File: src/sv/rfid_em4100_edge_decoder_assert.svh
// ----------------------------------------------------------------------------
// EM4100 edge decoder assertion macros
// Concurrent check macros shared by the decoder RTL; empty under SYNTH.
// ----------------------------------------------------------------------------
`ifndef RFID_EM4100_EDGE_DECODER_ASSERT_SVH
`define RFID_EM4100_EDGE_DECODER_ASSERT_SVH

`ifndef SYNTH

// same-cycle implication, sampled on clk, off during reset
`define EM41_ASSERT_SAME(lbl, ante, cons) \
    lbl: assert property (@(posedge clk) disable iff (!rst_n) (ante) |-> (cons)) \
        else $error("em4100 decoder: same-cycle check failed");

// next-cycle implication, sampled on clk, off during reset
`define EM41_ASSERT_NEXT(lbl, ante, cons) \
    lbl: assert property (@(posedge clk) disable iff (!rst_n) (ante) |=> (cons)) \
        else $error("em4100 decoder: next-cycle check failed");

`else

`define EM41_ASSERT_SAME(lbl, ante, cons)
`define EM41_ASSERT_NEXT(lbl, ante, cons)

`endif

`endif

File: src/sv/em41_pkg.sv
// ----------------------------------------------------------------------------
// EM4100 edge decoder package
// Shared widths, constants, register map and payload types.
// ----------------------------------------------------------------------------
`default_nettype none

package em41_pkg;

    localparam int HEADER_ONES = 9;
    localparam int FRAME_BITS  = 55;
    localparam int ROWS        = 10;
    localparam int ID_W        = 40;
    localparam int CNT_W       = 6;
    localparam int ADDR_W      = 4;
    localparam int DATA_W      = 32;

    localparam logic [15:0] LONG_GAP_RST  = 16'd160;
    localparam logic [15:0] BIT_GAP_RST   = 16'd92;
    localparam logic [7:0]  SEEN_TIME_RST = 8'd250;
    localparam logic [15:0] REF_RELOAD    = 16'hFFFF;

    localparam logic [1:0] REG_LONG_GAP  = 2'd0;
    localparam logic [1:0] REG_BIT_GAP   = 2'd1;
    localparam logic [1:0] REG_SEEN_TIME = 2'd2;
    localparam logic [1:0] REG_ERR_TOTAL = 2'd3;

    typedef struct packed {
        logic [15:0] timer_count;
        logic        demod_level;
    } edge_req_t;

    typedef struct packed {
        logic            timer_restart;
        logic            frame_done;
        logic            frame_ok;
        logic [ID_W-1:0] card_id;
        logic            card_new;
        logic            card_pending;
    } result_t;

    typedef struct packed {
        logic [15:0] long_gap_ticks;
        logic [15:0] bit_gap_ticks;
        logic [7:0]  seen_timeout;
    } cfg_t;

    typedef struct packed {
        logic            ok;
        logic [ID_W-1:0] id;
    } chk_t;

endpackage

`default_nettype wire

File: src/sv/em41_cfg.sv
// ----------------------------------------------------------------------------
// EM4100 edge decoder configuration registers
// APB-style register bank for gap thresholds and seen-card timeout.
// ----------------------------------------------------------------------------
`default_nettype none

module em41_cfg (
    input  wire logic                        clk,
    input  wire logic                        rst_n,
    input  wire logic                        psel,
    input  wire logic                        penable,
    input  wire logic                        pwrite,
    input  wire logic [em41_pkg::ADDR_W-1:0] paddr,
    input  wire logic [em41_pkg::DATA_W-1:0] pwdata,
    output logic      [em41_pkg::DATA_W-1:0] prdata,
    output logic                             pready,
    input  wire logic [em41_pkg::DATA_W-1:0] error_total,
    output em41_pkg::cfg_t                   cfg
);
    import em41_pkg::*;

    cfg_t       cfg_reg;
    logic       wr_en;
    logic [1:0] reg_idx;

    assign reg_idx = paddr[3:2];
    assign wr_en   = psel && penable && pwrite;
    assign pready  = 1'b1;
    assign cfg     = cfg_reg;

    always_ff @(posedge clk or negedge rst_n)
    begin
        if (!rst_n)
        begin
            cfg_reg.long_gap_ticks <= LONG_GAP_RST;
            cfg_reg.bit_gap_ticks  <= BIT_GAP_RST;
            cfg_reg.seen_timeout   <= SEEN_TIME_RST;
        end
        else if (wr_en)
        begin
            unique case (reg_idx)
                REG_LONG_GAP:  cfg_reg.long_gap_ticks <= pwdata[15:0];
                REG_BIT_GAP:   cfg_reg.bit_gap_ticks  <= pwdata[15:0];
                REG_SEEN_TIME: cfg_reg.seen_timeout   <= pwdata[7:0];
                default:       ;
            endcase
        end
    end

    always_comb
    begin
        unique case (reg_idx)
            REG_LONG_GAP:  prdata = {16'd0, cfg_reg.long_gap_ticks};
            REG_BIT_GAP:   prdata = {16'd0, cfg_reg.bit_gap_ticks};
            REG_SEEN_TIME: prdata = {24'd0, cfg_reg.seen_timeout};
            REG_ERR_TOTAL: prdata = error_total;
            default:       prdata = '0;
        endcase
    end

endmodule

`default_nettype wire

File: src/sv/em41_frame_check.sv
// ----------------------------------------------------------------------------
// EM4100 frame checker
// Row parity, column parity, stop bit and nonzero-ID check of one frame.
// ----------------------------------------------------------------------------
`default_nettype none

module em41_frame_check (
    input  wire logic [em41_pkg::FRAME_BITS-1:0] frame,
    output em41_pkg::chk_t                       chk
);
    import em41_pkg::*;

    logic [ID_W-1:0] id;
    logic [3:0]      colx;
    logic [ROWS-1:0] row_ok;

    always_comb
    begin
        colx = '0;
        for (int r = 0; r < ROWS; r++)
        begin
            id[ID_W-1-4*r -: 4] = {frame[5*r], frame[5*r+1], frame[5*r+2], frame[5*r+3]};
            row_ok[r] = ((frame[5*r] ^ frame[5*r+1] ^ frame[5*r+2] ^ frame[5*r+3])
                         == frame[5*r+4]);
            colx = colx ^ {frame[5*r], frame[5*r+1], frame[5*r+2], frame[5*r+3]};
        end
    end

    assign chk.id = id;
    assign chk.ok = (&row_ok)
                 && (colx == {frame[50], frame[51], frame[52], frame[53]})
                 && !frame[54]
                 && (id != '0);

endmodule

`default_nettype wire

File: src/sv/em41_core.sv
// ----------------------------------------------------------------------------
// EM4100 edge decoder core
// Gap classification, header search, frame capture and card latch.
// ----------------------------------------------------------------------------
`default_nettype none

module em41_core (
    input  wire logic                        clk,
    input  wire logic                        rst_n,
    input  wire logic                        accept,
    input  wire em41_pkg::edge_req_t         req,
    input  wire em41_pkg::cfg_t              cfg,
    output em41_pkg::result_t                result,
    output logic      [em41_pkg::DATA_W-1:0] error_total
);
    import em41_pkg::*;

    typedef enum logic [1:0] {
        PH_IDLE   = 2'd0,
        PH_HEADER = 2'd1,
        PH_DATA   = 2'd2
    } phase_t;

    localparam logic [CNT_W-1:0] HEADER_CNT = CNT_W'(HEADER_ONES);
    localparam logic [CNT_W-1:0] FRAME_CNT  = CNT_W'(FRAME_BITS);

    phase_t                phase_reg,   phase_next;
    logic [15:0]           ref_reg,     ref_next;
    logic [CNT_W-1:0]      bcnt_reg,    bcnt_next;
    logic [FRAME_BITS-1:0] frame_reg,   frame_next;
    logic [ID_W-1:0]       id_reg,      id_next;
    logic                  seen_reg,    seen_next;
    logic                  pend_reg,    pend_next;
    logic [7:0]            age_reg,     age_next;
    logic [DATA_W-1:0]     err_reg,     err_next;

    chk_t             chk;
    logic             gap_long;
    logic             gap_bit;
    logic [8:0]       age_inc;
    logic [CNT_W-1:0] bcnt_inc;
    logic [CNT_W-1:0] bit_idx;
    logic             restart;
    logic             done;
    logic             ok;
    logic             is_new;

    em41_frame_check u_check (
        .frame (frame_next),
        .chk   (chk)
    );

    assign gap_long = (phase_reg == PH_IDLE)
                   || ({1'b0, ref_reg} > ({1'b0, req.timer_count} + {1'b0, cfg.long_gap_ticks}));
    assign gap_bit  = {1'b0, ref_reg} > ({1'b0, req.timer_count} + {1'b0, cfg.bit_gap_ticks});
    assign age_inc  = {1'b0, age_reg} + 9'd1;
    assign bcnt_inc = bcnt_reg + CNT_W'(1);
    assign bit_idx  = bcnt_inc - CNT_W'(1);

    always_comb
    begin
        phase_next = phase_reg;
        ref_next   = ref_reg;
        bcnt_next  = bcnt_reg;
        frame_next = frame_reg;
        id_next    = id_reg;
        seen_next  = seen_reg;
        pend_next  = pend_reg;
        age_next   = age_reg;
        err_next   = err_reg;
        restart    = 1'b0;
        done       = 1'b0;
        ok         = 1'b0;
        is_new     = 1'b0;

        if (gap_long)
        begin
            if (req.demod_level)
            begin
                restart    = 1'b1;
                ref_next   = REF_RELOAD;
                bcnt_next  = CNT_W'(1);
                phase_next = PH_HEADER;
            end
            else
            begin
                phase_next = PH_IDLE;
            end
            if (seen_reg)
            begin
                if (age_inc > {1'b0, cfg.seen_timeout})
                begin
                    seen_next = 1'b0;
                end
                age_next = age_inc[8] ? 8'hFF : age_inc[7:0];
            end
        end
        else if (gap_bit)
        begin
            unique case (phase_reg)
                PH_HEADER:
                begin
                    if (bcnt_reg >= HEADER_CNT)
                    begin
                        frame_next = {{(FRAME_BITS-1){1'b0}}, req.demod_level};
                        bcnt_next  = CNT_W'(1);
                        phase_next = PH_DATA;
                    end
                    else if (req.demod_level)
                    begin
                        bcnt_next = bcnt_inc;
                    end
                    else
                    begin
                        phase_next = PH_IDLE;
                    end
                end
                PH_DATA:
                begin
                    bcnt_next = bcnt_inc;
                    if (req.demod_level && (bcnt_inc != '0) && (bcnt_inc <= FRAME_CNT))
                    begin
                        frame_next[bit_idx] = 1'b1;
                    end
                    if (bcnt_inc >= FRAME_CNT)
                    begin
                        done = 1'b1;
                        if (chk.ok)
                        begin
                            ok = 1'b1;
                            if (!seen_reg || (chk.id != id_reg))
                            begin
                                id_next   = chk.id;
                                seen_next = 1'b1;
                                pend_next = 1'b1;
                                is_new    = 1'b1;
                            end
                            age_next = '0;
                        end
                        else
                        begin
                            err_next = err_reg + DATA_W'(1);
                        end
                        phase_next = PH_IDLE;
                    end
                end
                default: ;
            endcase
            ref_next = req.timer_count;
        end
    end

    always_ff @(posedge clk or negedge rst_n)
    begin
        if (!rst_n)
        begin
            phase_reg <= PH_IDLE;
            ref_reg   <= '0;
            bcnt_reg  <= '0;
            frame_reg <= '0;
            id_reg    <= '0;
            seen_reg  <= 1'b0;
            pend_reg  <= 1'b0;
            age_reg   <= '0;
            err_reg   <= '0;
        end
        else if (accept)
        begin
            phase_reg <= phase_next;
            ref_reg   <= ref_next;
            bcnt_reg  <= bcnt_next;
            frame_reg <= frame_next;
            id_reg    <= id_next;
            seen_reg  <= seen_next;
            pend_reg  <= pend_next;
            age_reg   <= age_next;
            err_reg   <= err_next;
        end
    end

    assign result.timer_restart = restart;
    assign result.frame_done    = done;
    assign result.frame_ok      = ok;
    assign result.card_id       = id_next;
    assign result.card_new      = is_new;
    assign result.card_pending  = pend_next;
    assign error_total          = err_reg;

endmodule

`default_nettype wire

File: src/sv/rfid_em4100_edge_decoder.sv
// ----------------------------------------------------------------------------
// EM4100 RFID edge decoder
// Sorts tag-signal edges by gap, decodes the 64-bit Manchester frame and
// latches valid card IDs.
//
// Usage:
//   edge_valid/edge_stall/edge_data carry one request per demodulated edge
//   (captured down-counter value and line level). res_valid/res_stall/res_data
//   return exactly one result per request: timer restart, frame status and the
//   latched card ID with its pending flag.
//   Results are registered: res_valid rises in the cycle after a request is accepted.
//   Throughput: one request per cycle while edge_stall is low; the state update and the frame check
//   sit in one combinational pass between the state registers and the result
//   register.
//   While res_stall holds a waiting result, edge_stall rises and the result
//   register holds; requests resume in the cycle the result is taken.
//   Reset clears the decoder to idle with no card latched and loads the
//   threshold registers with their defaults (160, 92, 250).
//   APB registers: 0x0 long gap, 0x4 bit gap, 0x8 seen timeout,
//   0xC failed-frame count (read only).
// ----------------------------------------------------------------------------
`default_nettype none

`include "rfid_em4100_edge_decoder_assert.svh"

module rfid_em4100_edge_decoder (
    input  wire logic                        clk,
    input  wire logic                        rst_n,
    input  wire logic                        edge_valid,
    output logic                             edge_stall,
    input  wire em41_pkg::edge_req_t         edge_data,
    output logic                             res_valid,
    input  wire logic                        res_stall,
    output em41_pkg::result_t                res_data,
    input  wire logic                        psel,
    input  wire logic                        penable,
    input  wire logic                        pwrite,
    input  wire logic [em41_pkg::ADDR_W-1:0] paddr,
    input  wire logic [em41_pkg::DATA_W-1:0] pwdata,
    output logic      [em41_pkg::DATA_W-1:0] prdata,
    output logic                             pready
);
    import em41_pkg::*;

    cfg_t              cfg;
    result_t           result;
    result_t           res_data_reg;
    logic              res_valid_reg;
    logic              accept;
    logic [DATA_W-1:0] error_total;

    assign edge_stall = res_valid_reg && res_stall;
    assign accept     = edge_valid && !edge_stall;

    em41_cfg u_cfg (
        .clk         (clk),
        .rst_n       (rst_n),
        .psel        (psel),
        .penable     (penable),
        .pwrite      (pwrite),
        .paddr       (paddr),
        .pwdata      (pwdata),
        .prdata      (prdata),
        .pready      (pready),
        .error_total (error_total),
        .cfg         (cfg)
    );

    em41_core u_core (
        .clk         (clk),
        .rst_n       (rst_n),
        .accept      (accept),
        .req         (edge_data),
        .cfg         (cfg),
        .result      (result),
        .error_total (error_total)
    );

    always_ff @(posedge clk or negedge rst_n)
    begin
        if (!rst_n)
        begin
            res_valid_reg <= 1'b0;
        end
        else if (accept)
        begin
            res_valid_reg <= 1'b1;
        end
        else if (!res_stall)
        begin
            res_valid_reg <= 1'b0;
        end
    end

    always_ff @(posedge clk)
    begin
        if (accept)
        begin
            res_data_reg <= result;
        end
    end

    assign res_valid = res_valid_reg;
    assign res_data  = res_data_reg;

    `EM41_ASSERT_NEXT(a_accept_gives_result, accept, res_valid)
    `EM41_ASSERT_SAME(a_ok_needs_done, res_valid && res_data.frame_ok, res_data.frame_done)
    `EM41_ASSERT_SAME(a_new_needs_ok, res_valid && res_data.card_new, res_data.frame_ok)
    `EM41_ASSERT_SAME(a_new_sets_pending, res_valid && res_data.card_new, res_data.card_pending)

endmodule

`default_nettype wire
File: config.mk
export PLATFORM = sky130hd
export DESIGN_NAME = rfid_em4100_edge_decoder
export DESIGN_NICKNAME = d
export VERILOG_FILES = /design/src/sv/em41_pkg.sv /design/src/sv/em41_cfg.sv /design/src/sv/em41_frame_check.sv /design/src/sv/em41_core.sv /design/src/sv/rfid_em4100_edge_decoder.sv
export VERILOG_INCLUDE_DIRS = /design/src /design/src/sv
export SDC_FILE = /design/constraint.sdc
export NUM_CORES = 1
export LEC_CHECK = 0
export ABC_CLOCK_PERIOD_IN_PS = 7100
export BUFFER_PORTS_ARGS = -buffer_cell sky130_fd_sc_hd__buf_4
export CAP_MARGIN = 20
export CORE_MARGIN = 10
export CORE_UTILIZATION = 40
export DETAILED_ROUTE_END_ITERATION = 6
export SLEW_MARGIN = 20
export SYNTH_ARGS = -nofsm -noshare
export SYNTH_HDL_FRONTEND = slang
export SYNTH_SLANG_ARGS = --single-unit
File: constraint.sdc
create_clock -name clk -period 7.1 [get_ports clk]
set_input_delay 0.355 -clock clk [delete_from_list [all_inputs] [get_ports clk]]
set_output_delay 0.355 -clock clk [all_outputs]
set_load 0.03 [all_outputs]
After elaboration in Yosys (flattened, before gate mapping). Index checks and enable logic that the tools add are counted.

Bits in registers: 247. Bits in latches: 0. Bits in writable memories: 0. ROM bits: 0. Input port bits: 60. Output and inout port bits: 80. Logic and storage cells: 196. Memories: 0.

Add/subtract/negate cells: 6. Multiply operators: 0. Div/mod/pow operators: 0. Order comparisons: 8. Equal/unequal tests: 23. Shift operators: 0. Mux-type cells: 57. Bitwise operators: 45. Reduce and logical (&&, ||, !) cells: 38.

Operators by type and width (number): two-way mux 40 bit (6); two-way mux 55 bit (4); one-hot mux 32 bit (4 select lines) (1); one-hot mux 55 bit (2 select lines) (1); two-way mux 8 bit (7); OR 55 bit (1); two-way mux 16 bit (3); != test 40 bit (1); nonzero test 40 bit (1); XOR 4 bit (9); adder 16 x 16 -> 17 bit (2); greater-than comparator 16 x 17 -> 1 bit (2); adder 32 x 1 -> 32 bit (second input constant) (1); two-way mux 6 bit (5); XOR 1 bit (30); two-way mux 1 bit (22); AND reduction 6 bit (3); one-hot mux 6 bit (2 select lines) (1); equality test 1 bit (10); logical AND 1 bit (10); two-way mux 2 bit (5); AND reduction 10 bit (1); AND reduction 5 bit (2); nonzero test 2 bit (5); other kinds (30) (44).

Longest topological paths before layout.
Depth in word-level cells: 29. Gate-level depth with buffers: 42. Mapped depth without buffers: 35.

Hierarchy. A second synthesis with hierarchy kept.

Cells, all modules: 1495. Area total of the unflattened synthesis: 16102.9 µm².

Modules (own cells, without submodules): em41_core (times used 1, cells each 1145, area each 11373.4 µm², seq. area each 4028.9 µm²); em41_cfg (times used 1, cells each 147, area each 2083.2 µm², seq. area each 1016.0 µm²); rfid_em4100_edge_decoder (times used 1, cells each 49, area each 1401.3 µm², seq. area each 1376.3 µm²); em41_frame_check (times used 1, cells each 154, area each 1244.9 µm², seq. area each 0.0 µm²).

Worst setup path before layout. No wires, ideal clock.

Kind: flip-flop to flip-flop. From: register u_cfg.cfg_reg (netlist bit u_cfg.cfg[9]). To: register res_data_reg (netlist bit res_data[38]), data pin. Setup time: 0.260 ns. Arrival: 7.259 ns. Required time: 6.840 ns. Slack: -0.419 ns. Cell stages (with the launch flop): 41. Buffers on the path: 6. Clock period less this slack: 7.519 ns. Path through: dfrtp_1 ha_1 a21o_1 a21oi_1 o21bai_1 a21oi_1 o21bai_1 a21oi_1 o21bai_1 a21oi_1 o21bai_1 a21oi_1 o21bai_1 a311o_1 a21oi_1 xor2_1 ha_1 a2bb2oi_1 (+5 left out) buf_6 buf_6 buf_4 clkbuf_1 nand2_1 nand2_1 inv_1 ha_1 or3_1 nand4_1 nand4b_1 nor4_1 nand4_1 or2_1 buf_2 nor3_2 buf_2 mux2_2.

RTL lines: start: declaration (RTL line em41_cfg.sv:22) `cfg_t cfg_reg;`; end signal: assignment (RTL line rfid_em4100_edge_decoder.sv:99) `res_data_reg <= result;`; end: declaration (RTL line rfid_em4100_edge_decoder.sv:47) `result_t res_data_reg;`.

==> results.sh <==
export IMPL_grt_max_degree=87
export IMPL_power_leakage_nw=9.972
export IMPL_ys_top_cells_by_area="dfrtp_1 (30%), edfxtp_1 (8.4%), ha_1 (7.2%), mux2_2 (5.0%), xnor2_1 (4.6%)"
export IMPL_synthArstFlopShare_pct=81.78
export IMPL_avgViaCountPerCell=5.704
export IMPL_track_usage_pct=20.10
export IMPL_swShare_pct=34.66
export IMPL_violations="setup timing"
export IMPL_worstSetupPathType="flip-flop to flip-flop"
export IMPL_grt_busiest_layer="met2"
export IMPL_ys_warn_count=0
export IMPL_finalHoldViolCount=0
export IMPL_synth_seq_cells=247
export IMPL_grtUsageMet3_pct=2.646
export IMPL_synth_cell_types=95
export IMPL_row_count=73
export IMPL_seq_power_share_pct=32.3
export IMPL_fp_dieW_um=220.0
export IMPL_cpPeakStageDelay_ps=540
export IMPL_intPower_mw=3.370
export IMPL_grtUsageMet1_pct=28.88
export IMPL_antenna_found_initial=0
export IMPL_ys_flop_type="dfrtp_1"
export IMPL_endpoint="res_data[34]"
export IMPL_numPortBuffers=120
export IMPL_syn_to_final_growth_pct=32.51
export IMPL_die_h_um=220.0
export IMPL_timing_fmax_ghz=0.1352
export IMPL_syn_num_nets=1694
export IMPL_setup_slack_ps=-295.1
export IMPL_hold_path_class="input pin to flip-flop"
export IMPL_ir_drop_uv=166.6
export IMPL_synth_top_cell_by_area="dfrtp_1"
export IMPL_clock_power_share_pct=29.4
export IMPL_synth_area_per_cell_sq_um=10.39
export IMPL_remaining_drc_errors=0
export IMPL_antenna_cells=0
export IMPL_yosysTopAreaCellShare_pct=29.71
export IMPL_cts_sinks=247
export IMPL_rr_worst_depth=35
export IMPL_pin_count=140
export IMPL_postRouteAntennaNets=0
export IMPL_pwr_density_cell_mw_per_mm2=243.3
export IMPL_clk_pin_slew_ps=60
export IMPL_clockBufferDepth=3
export IMPL_status="complete, but fails checks"
export IMPL_cts_tree="built"
export IMPL_worstPathArrival_ps=7700
export IMPL_vias=13630
export IMPL_fillerInstances=3439
export IMPL_tightest_slew_ps=1036
export IMPL_wl_mm=52.17
export IMPL_p_comb_share_pct=38.3
export IMPL_cp_max_fo=7
export IMPL_use_met2_pct=31.64
export IMPL_cts_buffers=29
export IMPL_ys_seq_area_share_pct=40.13
export IMPL_period_share_pct=104.2
export IMPL_switchingPower_mw=1.788
export IMPL_core_sq_mm=0.03964
export IMPL_overflow=0
export IMPL_syn_area_sq_mm=0.01600
export IMPL_drt_iter0_markers=1061
export IMPL_r2r_end="res_data[34]"
export IMPL_layout_min_cycle_time_ps=7395
export IMPL_dr_pass1_iters=5
export IMPL_r2r_start="u_cfg.cfg[25]"
export IMPL_synth_edff_count=45
export IMPL_crit_path_start_kind="flip-flop"
export IMPL_power_mw=5.158
export IMPL_largest_reg_flops=55
export IMPL_worst_endpoint_required_ps=7400
export IMPL_drv_cap=0
export IMPL_hold_path_depth=3
export IMPL_cts_root_buf="clkbuf_16"
export IMPL_setup_tns_ps=-18310
export IMPL_grt_pass1_vias=13200
export IMPL_h_tree_depth=1
export IMPL_end_kind="flip-flop"
export IMPL_initial_core_util_pct=40.37
export IMPL_finalSetupViolCount=86
export IMPL_gp_congestion=0.9660
export IMPL_crit_start="u_cfg.cfg[25]"
export IMPL_slew_violations=0
export IMPL_clock_skew_ps=11.72
export IMPL_synth_cells=1540
export IMPL_reg2reg_slack_ps=-300
export IMPL_wire_per_inst_um=21.84
export IMPL_slew_headroom_pct=30.76
export IMPL_rsz0062_at_grt="true"
export IMPL_dieArea_sq_mm=0.04840
export IMPL_dp_hpwl_mm=36.53
export IMPL_finish_net_count=1996
export IMPL_crit_path_top_delay_cell="or4_4"
export IMPL_grt_pass1_wl_mm=76.88
export IMPL_drive_gt1_share_pct=35.30
export IMPL_worstSkewPairLatency_ps=560
worst max-delay path, delay by kind of cell, from the launching register on:
kind | cells | cell delay [ps]
DFF | 1 | 380
AOI/OAI and AO/OA | 16 | 2820
buffers and inverters | 6 | 900
xor gates and xnor gates | 4 | 790
and+or+nand+nor | 6 | 1320
adders and majority gates | 2 | 590
muxes | 1 | 310
how the worst min path moves through the flow:
| stage | to | startpoint | slack [ps] |
|---|---|---|---|
| after floorplan | res_valid | rst_n | 60 |
| after global routing | u_cfg.cfg[3] | pwdata[3] | 40 |
| after CTS | u_cfg.cfg[2] | pwdata[2] | 8 |
| after global placement | u_core.error_total[30] | rst_n | 440 |
| final | u_cfg.cfg[2] | pwdata[2] | 30 |
| after detailed placement | u_core.error_total[30] | rst_n | 450 |
cell usage in the layout, fill, tap and decap left out, types with 18 or more instances in the layout:
cell / n
buf_4: 309
dfrtp_1: 190
nand2_1: 158
ha_1: 86
o21ai_0: 82
xnor2_1: 75
mux2_4: 70
xor2_1: 63
inv_1: 57
a21oi_1: 45
edfxtp_1: 45
nor2_1: 42
and3_1: 41
clkbuf_16: 36
mux2_2: 35
nand4_1: 27
nand3_1: 26
a22o_1: 22
mux2i_1: 18
cell families (layout without fill, tap and decap cells):
family                     after synthesis  in the layout  share of synthesized area [%]
other                                    1              1                        0.02344
DFF                                    247            247                          40.13
buffers and inverters                  148            472                          4.215
AOI/OAI and AO/OA                      330            330                          14.62
and+or+nand+nor                        434            434                          13.98
xor gates and xnor gates               155            155                          9.149
adders and majority gates               94             94                          7.444
muxes                                  131            131                          10.44
what timing repair did:
action,4_1_cts,5_1_grt
cloned,4,9
pin swaps,20,73
hold endpoints to repair,85,0
setup endpoints to repair,125,125
resized for setup,56,147
hold buffers,2,0
buffers inserted,26,27
final cells by class:
cell class | instances | area, sq um | area share, %
inverters | 67 | 254.0 | 1.198
flip-flops and latches | 247 | 6421 | 30.28
clock buffers | 42 | 834.6 | 3.936
repair buffers | 352 | 3054 | 14.40
multi-input cells | 1145 | 9854 | 46.47
clock inverters | 11 | 128.9 | 0.6078
well taps | 525 | 656.9 | 3.098
per-stage QoR:
| step | setup slack [ps] | cells | cell area [sq um] | hold WS, ps | util, % |
|---|---|---|---|---|---|
| 2_1_floorplan | 14.34 | 1540 | 16080 | 59.41 | - |
| 3_3_place_gp | -758.4 | 2269 | 18530 | 444.5 | 46.76 |
| 3_5_place_dp | -874.4 | 2269 | 18530 | 447.0 | 46.76 |
| 4_1_cts | -202.7 | 2354 | 20040 | 7.832 | 50.56 |
| 5_1_grt | -631.7 | 2389 | 21200 | 38.59 | 53.49 |
| 6_report | -295.1 | 2389 | 21200 | 33.00 | 53.49 |
power groups by stage:
stage | Combinational [mW] | Sequential [mW] | Clock (mW)
floorplan | 1.13 | 1.67 | 0
global placement | 1.73 | 1.68 | 0
detailed placement | 1.77 | 1.69 | 0
CTS | 1.85 | 1.66 | 1.54
global route | 2.16 | 1.68 | 1.59
finish | 1.98 | 1.67 | 1.52
cells in the mapped netlist (all sizes together), types with 5 or more instances:
cell type and number:
and3 42, buf 40, and2 6, ha 92
o21bai 13, a21boi 6, a22oi 17, nand4b 5
a311oi 6, or2 6, nand2 162, xnor3 5
a211oi 8, inv 67, or3 9, dfstp 12
and4 9, a21oi 59, a32o 11, nor3 34
nor4 24, o211ai 7, mux2i 18, nand2b 12
o22a 16, xnor2 85, clkbuf 41, a2bb2oi 6
nor2b 5, a21o 9, nand4 27, nand3 28
dfrtp 190, o21a 5, o21ai 87, edfxtp 45
a22o 26, mux4 8, mux2 105, xor2 63
nor2 51, a31oi 6
routing by layer:
layer	share of wire, %	vias to the layer above	routed length [um]
li1	-	6276	-
met1	46	6832	23970
met2	45	435	23680
met3	6.4	83	3365
met4	2.2	0	1154
met5	0	-	0
Note: power is estimated with default switching activity, not from simulation.
